==> config.mk <==
export PLATFORM = sky130hd
export DESIGN_NAME = generational_entity_allocator_flat
export DESIGN_NICKNAME = d
export VERILOG_FILES = /design/src/rtl/gea_pkg.sv /design/src/rtl/gea_stream_if.sv /design/src/rtl/gea_ram.sv /design/src/rtl/gea_datapath.sv /design/src/rtl/gea_ctrl.sv /design/src/rtl/generational_entity_allocator.sv /design/src/flat_wrapper.sv
export SDC_FILE = /design/constraint.sdc
export NUM_CORES = 1
export LEC_CHECK = 0
export ABC_AREA = 1
export BUFFER_PORTS_ARGS = -buffer_cell sky130_fd_sc_hd__buf_2
export CAP_MARGIN = 0
export CORE_MARGIN = 1.5
export CORE_UTILIZATION = 45
export DETAILED_ROUTE_END_ITERATION = 10
export PLACE_DENSITY = 0.65
export SLEW_MARGIN = 15
export SYNTH_ARGS = -nofsm -noshare
export SYNTH_HDL_FRONTEND = slang
export SYNTH_SLANG_ARGS = --single-unit
export TNS_END_PERCENT = 100
==> constraint.sdc <==
create_clock -name i_clk -period 6.94 [get_ports i_clk]
set_input_delay 1.388 -clock i_clk [delete_from_list [all_inputs] [get_ports i_clk]]
set_output_delay 1.388 -clock i_clk [all_outputs]
set_load 0.1 [all_outputs]
==> src/rtl/gea_pkg.sv <==
package gea_pkg;

    localparam int DEF_ENTITY_SLOTS    = 256;
    localparam int DEF_GENERATION_BITS = 16;

    localparam int HANDLE_W     = 24;
    localparam int HANDLE_IDX_W = 8;
    localparam int HANDLE_GEN_W = 16;
    localparam int POS_W        = 8;
    localparam int LIVE_W       = 9;

    // slots examined per scan cycle
    localparam int CHUNK_W = 8;

    typedef enum logic [1:0] {
        FUNC_CREATE  = 2'd0,
        FUNC_DESTROY = 2'd1,
        FUNC_QUERY   = 2'd2,
        FUNC_ACTIVE  = 2'd3
    } t_func;

    typedef enum logic [1:0] {
        ST_OK         = 2'd0,
        ST_RANGE_FULL = 2'd1,
        ST_NOT_FOUND  = 2'd2
    } t_status;

    typedef struct packed {
        t_func                func;
        logic [HANDLE_W-1:0]  handle_in;
        logic [POS_W-1:0]     position;
    } t_req;

    typedef struct packed {
        t_status              status;
        logic [HANDLE_W-1:0]  handle_out;
        logic                 is_alive;
        logic [LIVE_W-1:0]    live_count;
    } t_rsp;

    typedef enum logic [3:0] {
        DP_NOP,
        DP_LOAD,
        DP_FREE_STEP,
        DP_RANK_STEP,
        DP_BIT_STEP,
        DP_GROW,
        DP_COMMIT,
        DP_QUERY,
        DP_FAIL
    } t_dp_op;

    typedef struct packed {
        t_dp_op  op;
        t_status fail_status;
        logic    out_load;
    } t_dp_cmd;

    typedef struct packed {
        t_func func;
        logic  idx_in_range;
        logic  idx_alive;
        logic  pos_valid;
        logic  free_hit;
        logic  free_end;
        logic  can_grow;
        logic  rank_hit;
        logic  bit_hit;
    } t_dp_sts;

endpackage

==> src/rtl/gea_stream_if.sv <==
interface gea_stream_if #(
    parameter type t_payload = logic
) ();
    logic     valid;
    logic     ready;
    t_payload payload;

    modport source (output valid, output payload, input ready);
    modport sink (input valid, input payload, output ready);
endinterface

==> src/rtl/gea_ram.sv <==
module gea_ram #(
    parameter int WIDTH = 16,
    parameter int DEPTH = 256
) (
    input  logic                     i_clk,
    input  logic                     i_we,
    input  logic [$clog2(DEPTH)-1:0] i_waddr,
    input  logic [WIDTH-1:0]         i_wdata,
    input  logic [$clog2(DEPTH)-1:0] i_raddr,
    output logic [WIDTH-1:0]         o_rdata
);
    logic [WIDTH-1:0] r_mem [DEPTH];
    logic [WIDTH-1:0] r_rdata;

    always_ff @(posedge i_clk) begin
        if (i_we) begin
            r_mem[i_waddr] <= i_wdata;
        end
        r_rdata <= r_mem[i_raddr];
    end

    assign o_rdata = r_rdata;
endmodule

==> src/rtl/gea_datapath.sv <==
module gea_datapath import gea_pkg::*; #(
    parameter int ENTITY_SLOTS    = DEF_ENTITY_SLOTS,
    parameter int GENERATION_BITS = DEF_GENERATION_BITS
) (
    input  logic    i_clk,
    input  logic    i_rst_n,
    input  t_dp_cmd i_cmd,
    input  t_req    i_req_data,
    output t_dp_sts o_sts,
    output t_rsp    o_rsp_data
);
    localparam int IDX_W  = $clog2(ENTITY_SLOTS);
    localparam int CNT_W  = $clog2(ENTITY_SLOTS + 1);
    localparam int NCHUNK = (ENTITY_SLOTS + CHUNK_W - 1) / CHUNK_W;
    localparam int PAD    = NCHUNK * CHUNK_W;
    localparam int CHK_W  = (NCHUNK > 1) ? $clog2(NCHUNK) : 1;
    localparam int BIT_W  = $clog2(CHUNK_W);
    localparam int POP_W  = $clog2(CHUNK_W + 1);
    localparam int PICK_W = CHK_W + BIT_W;
    localparam int MAX_A  = (CNT_W > PICK_W) ? CNT_W : PICK_W;
    localparam int MAX_B  = (MAX_A > POS_W) ? MAX_A : POS_W;
    localparam int CMP_W  = MAX_B + 1;

    function automatic logic [BIT_W-1:0] f_lowest(input logic [CHUNK_W-1:0] v);
        logic [BIT_W-1:0] r;
        r = '0;
        for (int j = CHUNK_W - 1; j >= 0; j--) begin
            if (v[j]) begin
                r = BIT_W'(j);
            end
        end
        return r;
    endfunction

    function automatic logic [POP_W-1:0] f_popcount(input logic [CHUNK_W-1:0] v);
        logic [POP_W-1:0] c;
        c = '0;
        for (int j = 0; j < CHUNK_W; j++) begin
            c = c + POP_W'(v[j]);
        end
        return c;
    endfunction

    function automatic logic [HANDLE_W-1:0] f_pack(
        input logic [GENERATION_BITS-1:0] gen,
        input logic [IDX_W-1:0]           idx
    );
        return {HANDLE_GEN_W'(gen), HANDLE_IDX_W'(idx)};
    endfunction

    logic [ENTITY_SLOTS-1:0]    r_alive;
    logic [CNT_W-1:0]           r_hw;
    logic [CNT_W-1:0]           r_total;
    t_func                      r_func;
    logic [HANDLE_IDX_W-1:0]    r_idx8;
    logic [POS_W-1:0]           r_rem;
    logic [CHK_W-1:0]           r_chunk;
    logic [BIT_W-1:0]           r_bit;
    logic [IDX_W-1:0]           r_pick;
    t_status                    r_res_status;
    logic [HANDLE_W-1:0]        r_res_handle;
    logic                       r_res_alive;
    t_rsp                       r_out;

    logic [PAD-1:0]             w_pad;
    logic [CHUNK_W-1:0]         w_chunk;
    logic [CHUNK_W-1:0]         w_free;
    logic [PICK_W-1:0]          w_base;
    logic [BIT_W-1:0]           w_free_bit;
    logic [POP_W-1:0]           w_pop;
    logic [IDX_W-1:0]           w_idx;
    logic                       w_last_chunk;
    logic                       w_ram_we;
    logic [IDX_W-1:0]           w_ram_waddr;
    logic [GENERATION_BITS-1:0] w_ram_wdata;
    logic [GENERATION_BITS-1:0] w_ram_rdata;

    always_comb begin
        w_pad = '0;
        w_pad[ENTITY_SLOTS-1:0] = r_alive;
    end

    assign w_chunk      = w_pad[r_chunk * CHUNK_W +: CHUNK_W];
    assign w_base       = {r_chunk, BIT_W'(0)};
    assign w_free_bit   = f_lowest(w_free);
    assign w_pop        = f_popcount(w_chunk);
    assign w_idx        = IDX_W'(r_idx8);
    assign w_last_chunk = (r_chunk == CHK_W'(NCHUNK - 1));

    always_comb begin
        for (int j = 0; j < CHUNK_W; j++) begin
            w_free[j] = !w_chunk[j]
                && ((CMP_W'(w_base) + CMP_W'(j)) < CMP_W'(r_hw));
        end
    end

    always_comb begin
        o_sts.func         = r_func;
        o_sts.idx_in_range = int'(r_idx8) < ENTITY_SLOTS;
        o_sts.idx_alive    = r_alive[w_idx];
        o_sts.pos_valid    = CMP_W'(r_rem) < CMP_W'(r_total);
        o_sts.free_hit     = |w_free;
        o_sts.free_end     = w_last_chunk
            || ((CMP_W'(w_base) + CMP_W'(CHUNK_W)) >= CMP_W'(r_hw));
        o_sts.can_grow     = r_hw < CNT_W'(ENTITY_SLOTS);
        o_sts.rank_hit     = CMP_W'(r_rem) < CMP_W'(w_pop);
        o_sts.bit_hit      = w_chunk[r_bit] && (r_rem == '0);
    end

    always_comb begin
        w_ram_we    = 1'b0;
        w_ram_waddr = r_pick;
        w_ram_wdata = w_ram_rdata + GENERATION_BITS'(1);
        if (i_cmd.op == DP_GROW) begin
            w_ram_we    = 1'b1;
            w_ram_waddr = IDX_W'(r_hw);
            w_ram_wdata = '0;
        end else if (i_cmd.op == DP_COMMIT && r_func == FUNC_DESTROY) begin
            w_ram_we = 1'b1;
        end
    end

    gea_ram #(
        .WIDTH (GENERATION_BITS),
        .DEPTH (ENTITY_SLOTS)
    ) u_gen_ram (
        .i_clk   (i_clk),
        .i_we    (w_ram_we),
        .i_waddr (w_ram_waddr),
        .i_wdata (w_ram_wdata),
        .i_raddr (r_pick),
        .o_rdata (w_ram_rdata)
    );

    // alive bitmap and counters
    always_ff @(posedge i_clk) begin
        if (!i_rst_n) begin
            r_alive <= '0;
            r_hw    <= '0;
            r_total <= '0;
        end else begin
            case (i_cmd.op)
                DP_GROW: begin
                    r_alive[IDX_W'(r_hw)] <= 1'b1;
                    r_hw                  <= r_hw + CNT_W'(1);
                    r_total               <= r_total + CNT_W'(1);
                end
                DP_COMMIT: begin
                    if (r_func == FUNC_CREATE) begin
                        r_alive[r_pick] <= 1'b1;
                        r_total         <= r_total + CNT_W'(1);
                    end else if (r_func == FUNC_DESTROY) begin
                        r_alive[r_pick] <= 1'b0;
                        r_total         <= r_total - CNT_W'(1);
                    end
                end
                default: begin
                end
            endcase
        end
    end

    // per-beat working registers and result
    always_ff @(posedge i_clk) begin
        case (i_cmd.op)
            DP_LOAD: begin
                r_func  <= i_req_data.func;
                r_idx8  <= i_req_data.handle_in[HANDLE_IDX_W-1:0];
                r_rem   <= i_req_data.position;
                r_chunk <= '0;
                r_bit   <= '0;
                r_pick  <= IDX_W'(i_req_data.handle_in[HANDLE_IDX_W-1:0]);
            end
            DP_FREE_STEP: begin
                if (|w_free) begin
                    r_pick <= IDX_W'({r_chunk, w_free_bit});
                end else if (!w_last_chunk) begin
                    r_chunk <= r_chunk + CHK_W'(1);
                end
            end
            DP_RANK_STEP: begin
                if (!(CMP_W'(r_rem) < CMP_W'(w_pop))) begin
                    r_rem   <= r_rem - POS_W'(w_pop);
                    r_chunk <= r_chunk + CHK_W'(1);
                end
            end
            DP_BIT_STEP: begin
                if (w_chunk[r_bit]) begin
                    if (r_rem == '0) begin
                        r_pick <= IDX_W'({r_chunk, r_bit});
                    end else begin
                        r_rem <= r_rem - POS_W'(1);
                    end
                end
                r_bit <= r_bit + BIT_W'(1);
            end
            DP_GROW: begin
                r_res_status <= ST_OK;
                r_res_handle <= f_pack('0, IDX_W'(r_hw));
                r_res_alive  <= 1'b1;
            end
            DP_COMMIT: begin
                r_res_status <= ST_OK;
                if (r_func == FUNC_DESTROY) begin
                    r_res_handle <= '0;
                    r_res_alive  <= 1'b0;
                end else begin
                    r_res_handle <= f_pack(w_ram_rdata, r_pick);
                    r_res_alive  <= 1'b1;
                end
            end
            DP_QUERY: begin
                r_res_handle <= '0;
                if (int'(r_idx8) < ENTITY_SLOTS) begin
                    r_res_status <= ST_OK;
                    r_res_alive  <= r_alive[w_idx];
                end else begin
                    r_res_status <= ST_RANGE_FULL;
                    r_res_alive  <= 1'b0;
                end
            end
            DP_FAIL: begin
                r_res_status <= i_cmd.fail_status;
                r_res_handle <= '0;
                r_res_alive  <= 1'b0;
            end
            default: begin
            end
        endcase
        if (i_cmd.out_load) begin
            r_out.status     <= r_res_status;
            r_out.handle_out <= r_res_handle;
            r_out.is_alive   <= r_res_alive;
            r_out.live_count <= LIVE_W'(r_total);
        end
    end

    assign o_rsp_data = r_out;

    a_total_matches_marks: assert property (@(posedge i_clk) disable iff (!i_rst_n)
        $countones(r_alive) == int'(r_total))
        else $error("live total differs from alive bitmap");

    a_total_below_hw: assert property (@(posedge i_clk) disable iff (!i_rst_n)
        r_total <= r_hw && int'(r_hw) <= ENTITY_SLOTS)
        else $error("counter bounds broken");

    a_destroy_clears: assert property (@(posedge i_clk) disable iff (!i_rst_n)
        (i_cmd.op == DP_COMMIT && r_func == FUNC_DESTROY) |=> !r_alive[$past(r_pick)])
        else $error("destroyed slot still alive");
endmodule

==> src/rtl/gea_ctrl.sv <==
module gea_ctrl import gea_pkg::*; (
    input  logic    i_clk,
    input  logic    i_rst_n,
    input  logic    i_in_valid,
    output logic    o_in_ready,
    output logic    o_out_valid,
    input  logic    i_out_ready,
    input  t_dp_sts i_sts,
    output t_dp_cmd o_cmd
);
    typedef enum logic [3:0] {
        S_IDLE,
        S_DISPATCH,
        S_FREE,
        S_GROW,
        S_RANK,
        S_BIT,
        S_GEN_RD,
        S_COMMIT,
        S_RESULT
    } t_state;

    t_state r_state;
    t_state n_state;
    logic   r_out_valid;
    logic   n_out_valid;

    always_comb begin
        n_state           = r_state;
        o_cmd.op          = DP_NOP;
        o_cmd.fail_status = ST_OK;
        o_cmd.out_load    = 1'b0;
        o_in_ready        = 1'b0;
        case (r_state)
            S_IDLE: begin
                o_in_ready = 1'b1;
                if (i_in_valid) begin
                    o_cmd.op = DP_LOAD;
                    n_state  = S_DISPATCH;
                end
            end
            S_DISPATCH: begin
                case (i_sts.func)
                    FUNC_CREATE: begin
                        n_state = S_FREE;
                    end
                    FUNC_DESTROY: begin
                        if (!i_sts.idx_in_range) begin
                            o_cmd.op          = DP_FAIL;
                            o_cmd.fail_status = ST_RANGE_FULL;
                            n_state           = S_RESULT;
                        end else if (!i_sts.idx_alive) begin
                            o_cmd.op          = DP_FAIL;
                            o_cmd.fail_status = ST_NOT_FOUND;
                            n_state           = S_RESULT;
                        end else begin
                            n_state = S_GEN_RD;
                        end
                    end
                    FUNC_QUERY: begin
                        o_cmd.op = DP_QUERY;
                        n_state  = S_RESULT;
                    end
                    FUNC_ACTIVE: begin
                        if (!i_sts.pos_valid) begin
                            o_cmd.op          = DP_FAIL;
                            o_cmd.fail_status = ST_NOT_FOUND;
                            n_state           = S_RESULT;
                        end else begin
                            n_state = S_RANK;
                        end
                    end
                    default: begin
                        n_state = S_IDLE;
                    end
                endcase
            end
            S_FREE: begin
                o_cmd.op = DP_FREE_STEP;
                if (i_sts.free_hit) begin
                    n_state = S_GEN_RD;
                end else if (i_sts.free_end) begin
                    n_state = S_GROW;
                end
            end
            S_GROW: begin
                if (i_sts.can_grow) begin
                    o_cmd.op = DP_GROW;
                end else begin
                    o_cmd.op          = DP_FAIL;
                    o_cmd.fail_status = ST_RANGE_FULL;
                end
                n_state = S_RESULT;
            end
            S_RANK: begin
                o_cmd.op = DP_RANK_STEP;
                if (i_sts.rank_hit) begin
                    n_state = S_BIT;
                end
            end
            S_BIT: begin
                o_cmd.op = DP_BIT_STEP;
                if (i_sts.bit_hit) begin
                    n_state = S_GEN_RD;
                end
            end
            S_GEN_RD: begin
                n_state = S_COMMIT;
            end
            S_COMMIT: begin
                o_cmd.op = DP_COMMIT;
                n_state  = S_RESULT;
            end
            S_RESULT: begin
                if (!r_out_valid || i_out_ready) begin
                    o_cmd.out_load = 1'b1;
                    n_state        = S_IDLE;
                end
            end
            default: begin
                n_state = S_IDLE;
            end
        endcase
    end

    always_comb begin
        n_out_valid = r_out_valid;
        if (o_cmd.out_load) begin
            n_out_valid = 1'b1;
        end else if (i_out_ready) begin
            n_out_valid = 1'b0;
        end
    end

    always_ff @(posedge i_clk) begin
        if (!i_rst_n) begin
            r_state     <= S_IDLE;
            r_out_valid <= 1'b0;
        end else begin
            r_state     <= n_state;
            r_out_valid <= n_out_valid;
        end
    end

    assign o_out_valid = r_out_valid;

    a_result_waits: assert property (@(posedge i_clk) disable iff (!i_rst_n)
        (r_state == S_RESULT && r_out_valid && !i_out_ready) |=> (r_state == S_RESULT))
        else $error("result overwrote an unclaimed beat");

    a_valid_from_result: assert property (@(posedge i_clk) disable iff (!i_rst_n)
        $rose(r_out_valid) |-> ($past(r_state) == S_RESULT))
        else $error("output valid raised outside result state");

    a_read_then_commit: assert property (@(posedge i_clk) disable iff (!i_rst_n)
        (r_state == S_GEN_RD) |=> (r_state == S_COMMIT))
        else $error("generation read not followed by commit");
endmodule

==> src/rtl/generational_entity_allocator.sv <==
// Channel  Dir  Payload                                  Beat taken when
// i_req    in   func, handle_in, position                i_req.valid & i_req.ready
// o_rsp    out  status, handle_out, is_alive, live_count o_rsp.valid & o_rsp.ready
//
// One request at a time; the alive bitmap is scanned 8 slots per cycle, and active-at
// then walks the hit group slot by slot. A create takes the lowest free slot below the
// high-water mark, else grows it; destroy, reuse of a freed slot and active-at read the
// generation RAM before commit. Failed checks go straight to the result state.
// Synchronous active-low reset clears alive marks and counters; the generation RAM
// needs no clearing, since slots at or above the high-water mark are written before use.
// One output register holds a result, so a new request is taken while it waits; the
// block only stalls in the result state when the next result is done before that.
module generational_entity_allocator import gea_pkg::*; #(
    parameter int ENTITY_SLOTS    = DEF_ENTITY_SLOTS,
    parameter int GENERATION_BITS = DEF_GENERATION_BITS
) (
    input  logic          i_clk,
    input  logic          i_rst_n,
    gea_stream_if.sink    i_req,
    gea_stream_if.source  o_rsp
);
    t_dp_cmd w_cmd;
    t_dp_sts w_sts;
    logic    w_in_ready;
    logic    w_out_valid;
    t_rsp    w_rsp_data;

    gea_ctrl u_ctrl (
        .i_clk       (i_clk),
        .i_rst_n     (i_rst_n),
        .i_in_valid  (i_req.valid),
        .o_in_ready  (w_in_ready),
        .o_out_valid (w_out_valid),
        .i_out_ready (o_rsp.ready),
        .i_sts       (w_sts),
        .o_cmd       (w_cmd)
    );

    gea_datapath #(
        .ENTITY_SLOTS    (ENTITY_SLOTS),
        .GENERATION_BITS (GENERATION_BITS)
    ) u_datapath (
        .i_clk      (i_clk),
        .i_rst_n    (i_rst_n),
        .i_cmd      (w_cmd),
        .i_req_data (i_req.payload),
        .o_sts      (w_sts),
        .o_rsp_data (w_rsp_data)
    );

    assign i_req.ready   = w_in_ready;
    assign o_rsp.valid   = w_out_valid;
    assign o_rsp.payload = w_rsp_data;
endmodule
==> src/flat_wrapper.sv <==
// flat-port wrapper written by rule: the top's interface ports become plain ports
module generational_entity_allocator_flat import gea_pkg::*;
#(
    parameter int ENTITY_SLOTS    = DEF_ENTITY_SLOTS,
    parameter int GENERATION_BITS = DEF_GENERATION_BITS
)
  (i_clk, i_rst_n, i_req_valid, i_req_payload, i_req_ready, o_rsp_valid, o_rsp_payload, o_rsp_ready);
  gea_stream_if i_req_i ();
  gea_stream_if o_rsp_i ();
  input  logic i_clk;
  input  logic i_rst_n;
  input wire logic [$bits(i_req_i.valid)-1:0] i_req_valid;
  input wire logic [$bits(i_req_i.payload)-1:0] i_req_payload;
  output wire logic [$bits(i_req_i.ready)-1:0] i_req_ready;
  output wire logic [$bits(o_rsp_i.valid)-1:0] o_rsp_valid;
  output wire logic [$bits(o_rsp_i.payload)-1:0] o_rsp_payload;
  input wire logic [$bits(o_rsp_i.ready)-1:0] o_rsp_ready;
  assign i_req_i.valid = i_req_valid;
  assign i_req_i.payload = i_req_payload;
  assign i_req_ready = i_req_i.ready;
  assign o_rsp_valid = o_rsp_i.valid;
  assign o_rsp_payload = o_rsp_i.payload;
  assign o_rsp_i.ready = o_rsp_ready;
  generational_entity_allocator #(.ENTITY_SLOTS(ENTITY_SLOTS), .GENERATION_BITS(GENERATION_BITS)) u_core (.i_clk(i_clk), .i_rst_n(i_rst_n), .i_req(i_req_i), .o_rsp(o_rsp_i));
endmodule
**Word-level counts from Yosys, hierarchy flattened**

Cells that the tools add are included.

- Input bits: 5
- Bits in registers: 304
- Output and inout bits: 3
- Logic and storage cells: 158

- Reduce and logical (&&, ||, !) cells: 37
- Bitwise gates (word level): 2
- $lt $le $gt $ge: 16
- Multiplexer cells: 44
- Shift operators: 1
- Add/subtract/negate cells: 21
- Eq/ne operators: 27

Operators with widths:

| cell | number |
|---|---|
| 256-bit bitwise OR | 2 |
| 256-bit case mux with 2 select lines | 1 |
| 256-bit by 9-bit variable part select with 8-bit output | 1 |
| 9-bit < comparator | 7 |
| 8-bit 2-to-1 mux | 6 |
| 8-bit case mux with 3 select lines | 2 |
| 8-bit by 3-bit adder with 9-bit output, second input constant | 4 |
| 4-bit case mux with 8 select lines | 1 |
| 4-bit by 3-bit equality test with 1-bit output, second input constant | 7 |
| 4-bit 2-to-1 mux | 7 |
| 3-bit 2-to-1 mux | 8 |
| 4-bit case mux with 6 select lines | 1 |
| 2-bit != test, second input constant | 10 |
| 8-bit by 2-bit adder with 9-bit output, second input constant | 2 |
| 9-bit by 1-bit adder with 9-bit output, second input constant | 2 |
| 8-bit by 9-bit < comparator with 1-bit output, second input constant | 2 |
| 4-bit by 1-bit adder with 4-bit output | 4 |
| 1-bit demux with 8-bit select | 2 |
| 4-bit by 2-bit equality test with 1-bit output, second input constant | 4 |
| 8-bit by 1-bit greater-or-equal comparator with 1-bit output, second input constant | 2 |
| 5-bit 2-to-1 mux | 3 |
| 5-bit case mux with 3 select lines | 1 |
| 4-bit AND reduction | 3 |
| 1-bit logical AND | 11 |
| 32 further kinds | 55 |

**Logic depth before layout (Yosys ltp)**

- Depth after elaboration: 13
- Depth in mapped cells: 30
- Depth with buffers taken out: 28

**Modules after synthesis**

Synthesis repeated with hierarchy kept, for this count alone.

- Cell total of the unflattened synthesis: 17,952
- Area total of the unflattened synthesis: 192,611.0 sq um

By module, submodules not included:

| module | area each (sq um) | sequential area each (sq um) | cells each | instances |
|---|---|---|---|---|
| gea_ram | 165,706.4 | 123,318.3 | 13,617 | 1 |
| gea_datapath | 26,351.5 | 8,398.1 | 4,239 | 1 |
| gea_ctrl | 549.3 | 100.1 | 95 | 1 |
| generational_entity_allocator | 3.8 | 0.0 | 1 | 1 |

**Worst setup path after synthesis**

No wires, ideal clock.

- Kind: reg2reg
- Start: register u_core.u_datapath.r_chunk[0]
- End: register u_core.u_datapath.r_rem[0] (enable)
- Arrival: 5.097 ns
- Stages on the path, launching flop included: 25
- Period minus slack after synthesis: 5.473 ns
- Buffers on the path: 3
- Setup slack: 1.467 ns
- Cells stage by stage: edfxtp_1 > buf_6 > buf_8 > buf_6 > nand2_1 > o211ai_1 > nand3_1 > nand3_1 > nand3_1 > nand2_1 > fa_1 > inv_1 > fa_1 > fa_1 > ha_1 > inv_1 > fa_1 > inv_1 > fa_1 > or2_2 > nand2_1 > a21oi_1 > nand3_1 > o21ai_0 > a21oi_1

- Longest elaborated chain between the ends: 11

RTL lines:

| item | line | source |
|---|---|---|
| start: declaration | gea_datapath.sv:57 | `logic [CHK_W-1:0] r_chunk;` |
| start signal: assignment | gea_datapath.sv:178 | `r_chunk <= r_chunk + CHK_W'(1);` |
| start signal: assignment | gea_datapath.sv:184 | `r_chunk <= r_chunk + CHK_W'(1);` |
| 256-bit by 9-bit variable part select with 8-bit output (*) | gea_datapath.sv:83 | `assign w_chunk = w_pad[r_chunk * CHUNK_W +: CHUNK_W];` |
| 1-bit by 1-bit adder with 2-bit output | gea_datapath.sv:39 | `c = c + POP_W'(v[j]);` |
| 2-bit by 1-bit adder with 3-bit output | gea_datapath.sv:39 |  |
| 3-bit by 1-bit adder with 4-bit output | gea_datapath.sv:39 |  |
| 4-bit by 1-bit adder with 4-bit output (4 in a row) | gea_datapath.sv:39 |  |
| 8-bit by 4-bit < comparator with 1-bit output | gea_datapath.sv:182 | `if (!(CMP_W'(r_rem) < CMP_W'(w_pop))) begin` |
| 2-bit != test (no source line) | - |  |
| 4-bit AND reduction (no source line) (*) | - |  |
| end signal: assignment | gea_datapath.sv:169 | `r_rem <= i_req_data.position;` |
| end signal: assignment | gea_datapath.sv:183 | `r_rem <= r_rem - POS_W'(w_pop);` |
| end signal: assignment | gea_datapath.sv:192 | `r_rem <= r_rem - POS_W'(1);` |
| end: declaration | gea_datapath.sv:56 | `logic [POS_W-1:0] r_rem;` |

Every way passes the cells marked *; elsewhere a longest branch is shown, timed or not. The select of a mux whose other input is x is not followed.
A chain may end at the register's enable or synchronous reset.

**Worst setup path after layout**

- Start: register u_core.u_datapath.r_chunk[1]
- End: register u_core.u_datapath.r_chunk[0] (enable)

- Longest elaborated chain between the ends: 11

RTL lines:

| item | line |
|---|---|
| 256-bit by 9-bit variable part select with 8-bit output | gea_datapath.sv:83 |
| 1-bit by 1-bit adder with 2-bit output | gea_datapath.sv:39 |
| 2-bit by 1-bit adder with 3-bit output | gea_datapath.sv:39 |
| 3-bit by 1-bit adder with 4-bit output | gea_datapath.sv:39 |
| 4-bit by 1-bit adder with 4-bit output (4 in a row) | gea_datapath.sv:39 |
| 8-bit by 4-bit < comparator with 1-bit output | gea_datapath.sv:182 |
| 2-bit != test (no source line) | - |
| 4-bit AND reduction (no source line) (*) | - |

Every way passes the cells marked *; elsewhere a longest branch is shown, timed or not.

==> run summary <==
Num CTS Buffers = 36
First-pass GRT wire length = 86.0 mm
Syn Std Cell Area = 15700 µm²
Layout area overhead = 9.24%
Net Switching = 3.42 mW
Skew-Pair Late Insertion Delay = 530 ps
CTS tree = yes
Final period util = 89.5%
Initial drt markers = 1961
Final total power = 7.49 mW
Crit path kind = reg -> reg
Number of flops mapped to enable cells by yosys = 25
Vias = 15.9k
R2R Path Start = u_core.u_datapath.r_chunk[1]
Port bufs = 7
Total wire length = 56.4 mm
Most common flop cell mapped by yosys = dfxtp_1
Final setup skew = 14.8 ps
Hold Startpoint = u_core.u_datapath.r_alive[126]
Clock power share = 24.4%
Die Height = 190 µm
Initial cell density of the core = 45.6%
ANT nets after route = 0
Static leakage = 6.82 nW
Peak VDD IR = 0.530 mV
Mapped Cells = 2225
Critical path peak fanout = 35
# setup viols final = 0
Largest net degree at the start of global routing = 124
DIE WIDTH = 190 µm
Clock Path Buffers = 3
Net Count, Synth = 2262
Setup slack, reg-to-reg = 730 ps
Unique cell type count in the Yosys netlist = 44
Post_cts resized = 0
Reg2reg end = u_core.u_datapath.r_chunk[0]
Yosys warns = 0
Yosys reg bits = 296
CP required = 7110 ps
Unrepaired setup endpoints after global routing = false
Crit. End Element = flip-flop
Filler instances = 3463
Worst Hold Endpoint = u_core.u_datapath.r_alive[126]
Fmax = 161 MHz
Layout Cells excl Fill = 2654
Mapped Avg Cell Area = 7.06 µm²
Outcome = finished, final reports clean
Post-CTS setup buffer count = 0
Initial antenna violation count = 0
Worst Max-Slew Pin Slew = 1260 ps
Startpoint Class = flip-flop
Vias/cell = 6.01
Pwr dens = 437 nW/µm²
GRT Total Usage = 30.9%
Gr ovfl total = 0
Switching Share = 45.6%
Async SR Flop Fraction = 0%
DRC viols = 0
Antenna Cells = 0
Slew Limit Fails = 0
Post-Place Cells = 2590
CTS clk-pin slew, worst paths = 60 ps
Sequential area share after synthesis = 39.3%
Hold Vio Cnt, Final = 0
Worst hold path type = reg -> reg
Hold_buf cts = 0
Max H-tree Level = 2
Root buf cell = clkbuf_16
Sink Count = 296
Setup tns final = 0 ps
Row count = 68
TritonRoute pass-1 iters = 6
Sequential power share = 25.9%
Die area = 36000 µm²
Normalized max-slew margin = 15.5%
Hold Path Stages = 2
R2R depth = 22
Vias in the first global route = 14.4k
Layout cells sized above 1 = 6.50%
Critical Path AT = 6390 ps
Ports = 8
Minimum clock period = 6210 ps
Cell-internal power = 4.07 mW
Hpwl dp = 36.8 mm
Core area = 34500 µm²
GPL Wtd Cong = 0.917
WL/cell = 21.2 µm
Max cap viols = 0
Comb pwr share = 49.7%
Final nets = 2210
sequential cells by signal, indices dropped and copies added, names as in the netlist:
signal,cells
u_core.u_datapath.r_alive,256
u_core.u_datapath.r_hw,9
u_core.u_datapath.r_pick,8
u_core.u_datapath.r_rem,8
u_core.u_datapath.r_chunk,5
u_core.u_ctrl.r_state,4
u_core.u_datapath.r_bit,3
u_core.u_ctrl.o_out_valid,1
u_core.u_datapath.o_rsp_data,1
u_core.u_datapath.r_total,1
synth_stat cells (2+ instances only):
master | n | area [µm²]
a21oi_1 | 44 | 220
a221o_1 | 4 | 40.0
a221oi_1 | 163 | 1430
a22oi_1 | 2 | 15.0
a31oi_1 | 45 | 282
buf_1 | 3 | 11.3
buf_2 | 50 | 250
buf_4 | 10 | 75.1
buf_6 | 10 | 113
clkbuf_1 | 76 | 285
clkinv_1 | 5 | 18.8
dfxtp_1 | 271 | 5430
edfxtp_1 | 25 | 751
fa_1 | 5 | 100
ha_1 | 27 | 338
inv_1 | 293 | 1100
inv_2 | 2 | 7.51
nand2_1 | 444 | 1670
nand2_2 | 4 | 25.0
nand3_1 | 203 | 1020
nand4_1 | 10 | 62.6
nor2_1 | 337 | 1260
nor2_2 | 5 | 31.3
nor2_4 | 2 | 22.5
nor3_1 | 18 | 90.1
nor4_1 | 5 | 31.3
o211ai_1 | 24 | 180
o21a_1 | 2 | 15.0
o21ai_0 | 77 | 385
o21ai_1 | 9 | 45.0
o221ai_1 | 21 | 184
o22ai_1 | 6 | 37.5
or2_2 | 3 | 18.8
xnor2_1 | 2 | 17.5
xor2_1 | 9 | 78.8
worst max-delay path by stage:
stage / slack (ps) / endpoint / startpoint / cells after the start
after floorplan: 1470 / u_core.u_datapath.r_rem[0] / u_core.u_datapath.r_chunk[0] / 24
after global placement: 820 / u_core.u_datapath.r_chunk[1] / u_core.u_datapath.r_chunk[1] / 22
after detailed placement: 760 / u_core.u_datapath.r_chunk[1] / u_core.u_datapath.r_chunk[1] / 22
after CTS: 750 / u_core.u_datapath.r_chunk[2] / u_core.u_datapath.r_chunk[1] / 22
after global routing: 440 / u_core.u_datapath.r_chunk[0] / u_core.u_datapath.r_chunk[1] / 22
final: 730 / u_core.u_datapath.r_chunk[0] / u_core.u_datapath.r_chunk[1] / 22
power groups by stage:
stage               clock [mW]  combinational [mW]  sequential [mW]
floorplan                    0                2.63             1.95
global placement             0                3.53             1.97
detailed placement           0                3.64             1.98
CTS                       1.84                3.66             1.94
global route              1.91                4.09             1.95
finish                    1.83                3.72             1.94
kinds of logic after synthesis:
family                     Yosys count  share of synthesized area, %
and+or+nand+nor                   1033                          27.0
AOI/OAI and AO/OA                  402                          18.3
xor gates and xnor gates            11                         0.613
adders and majority gates           32                          2.79
DFF                                296                          39.3
buffers and inverters              451                          12.0
placed cells by master (no fill, tap or decap), drive strengths merged, types with 2 or more instances in the layout:
cell type  Yosys  layout
edfxtp        25      25
buf           74      60
nand4         10      10
o21a           2       2
nand2        448     448
clkinv         5      16
nand3        203     203
or2            3       3
xnor2          2       2
a31oi         45      45
nor4           5       5
o221ai        21      21
a21oi         45      45
nor3          19      19
ha            27      27
o21ai         86      86
clkinvlp       0       2
a22oi          2       2
o22ai          6       6
a221o          4       4
inv          296     297
fa             5       5
clkbuf        76      49
a221oi       163     163
nor2         344     344
dfxtp        271     271
o211ai        24      24
xor2           9       9
per-stage QoR:
stage	utilization (%)	cell area, µm²	hold WS (ps)	setup WS [ps]
2_1_floorplan	-	15700	418	1470
3_3_place_gp	46.5	16000	439	824
3_5_place_dp	46.5	16000	443	763
4_1_cts	49.8	17200	460	750
5_1_grt	49.8	17200	486	435
6_report	49.8	17200	468	728
layout make-up:
cell class	count	area, µm²	share of cell area [%]
multi-input cells	1478	7710	44.9
flip-flops and latches	296	6180	36.0
inverters	301	1140	6.63
clock buffers	49	1020	5.95
well taps	455	569	3.32
repair buffers	60	445	2.60
clock inverters	15	106	0.620
layer usage:
layer / vias to the layer above / part of all wire, % / global-route usage, %
li1: 7347 / - / -
met1: 7571 / 43 / 44.2
met2: 914 / 43 / 46.2
met3: 110 / 11 / 6.05
met4: 0 / 2.9 / 10.3
met5: - / 0 / 0
worst max-delay path, stage by stage (launching register included):
cell and delay (ps):
edfxtp_1 390, inv_2 590, buf_4 380, nand3_1 100
nand3_1 70, nand3_1 140, nand3_1 180, nand2_2 110
fa_1 480, inv_1 50, fa_1 500, fa_1 550
ha_1 170, inv_1 60, fa_1 520, inv_1 70
fa_1 400, or2_2 310, nand2_1 80, a21oi_1 130
nand3_1 120, nand2_1 60, a21oi_1 370
No activity file was read; power rests on OpenSTA's default activity.
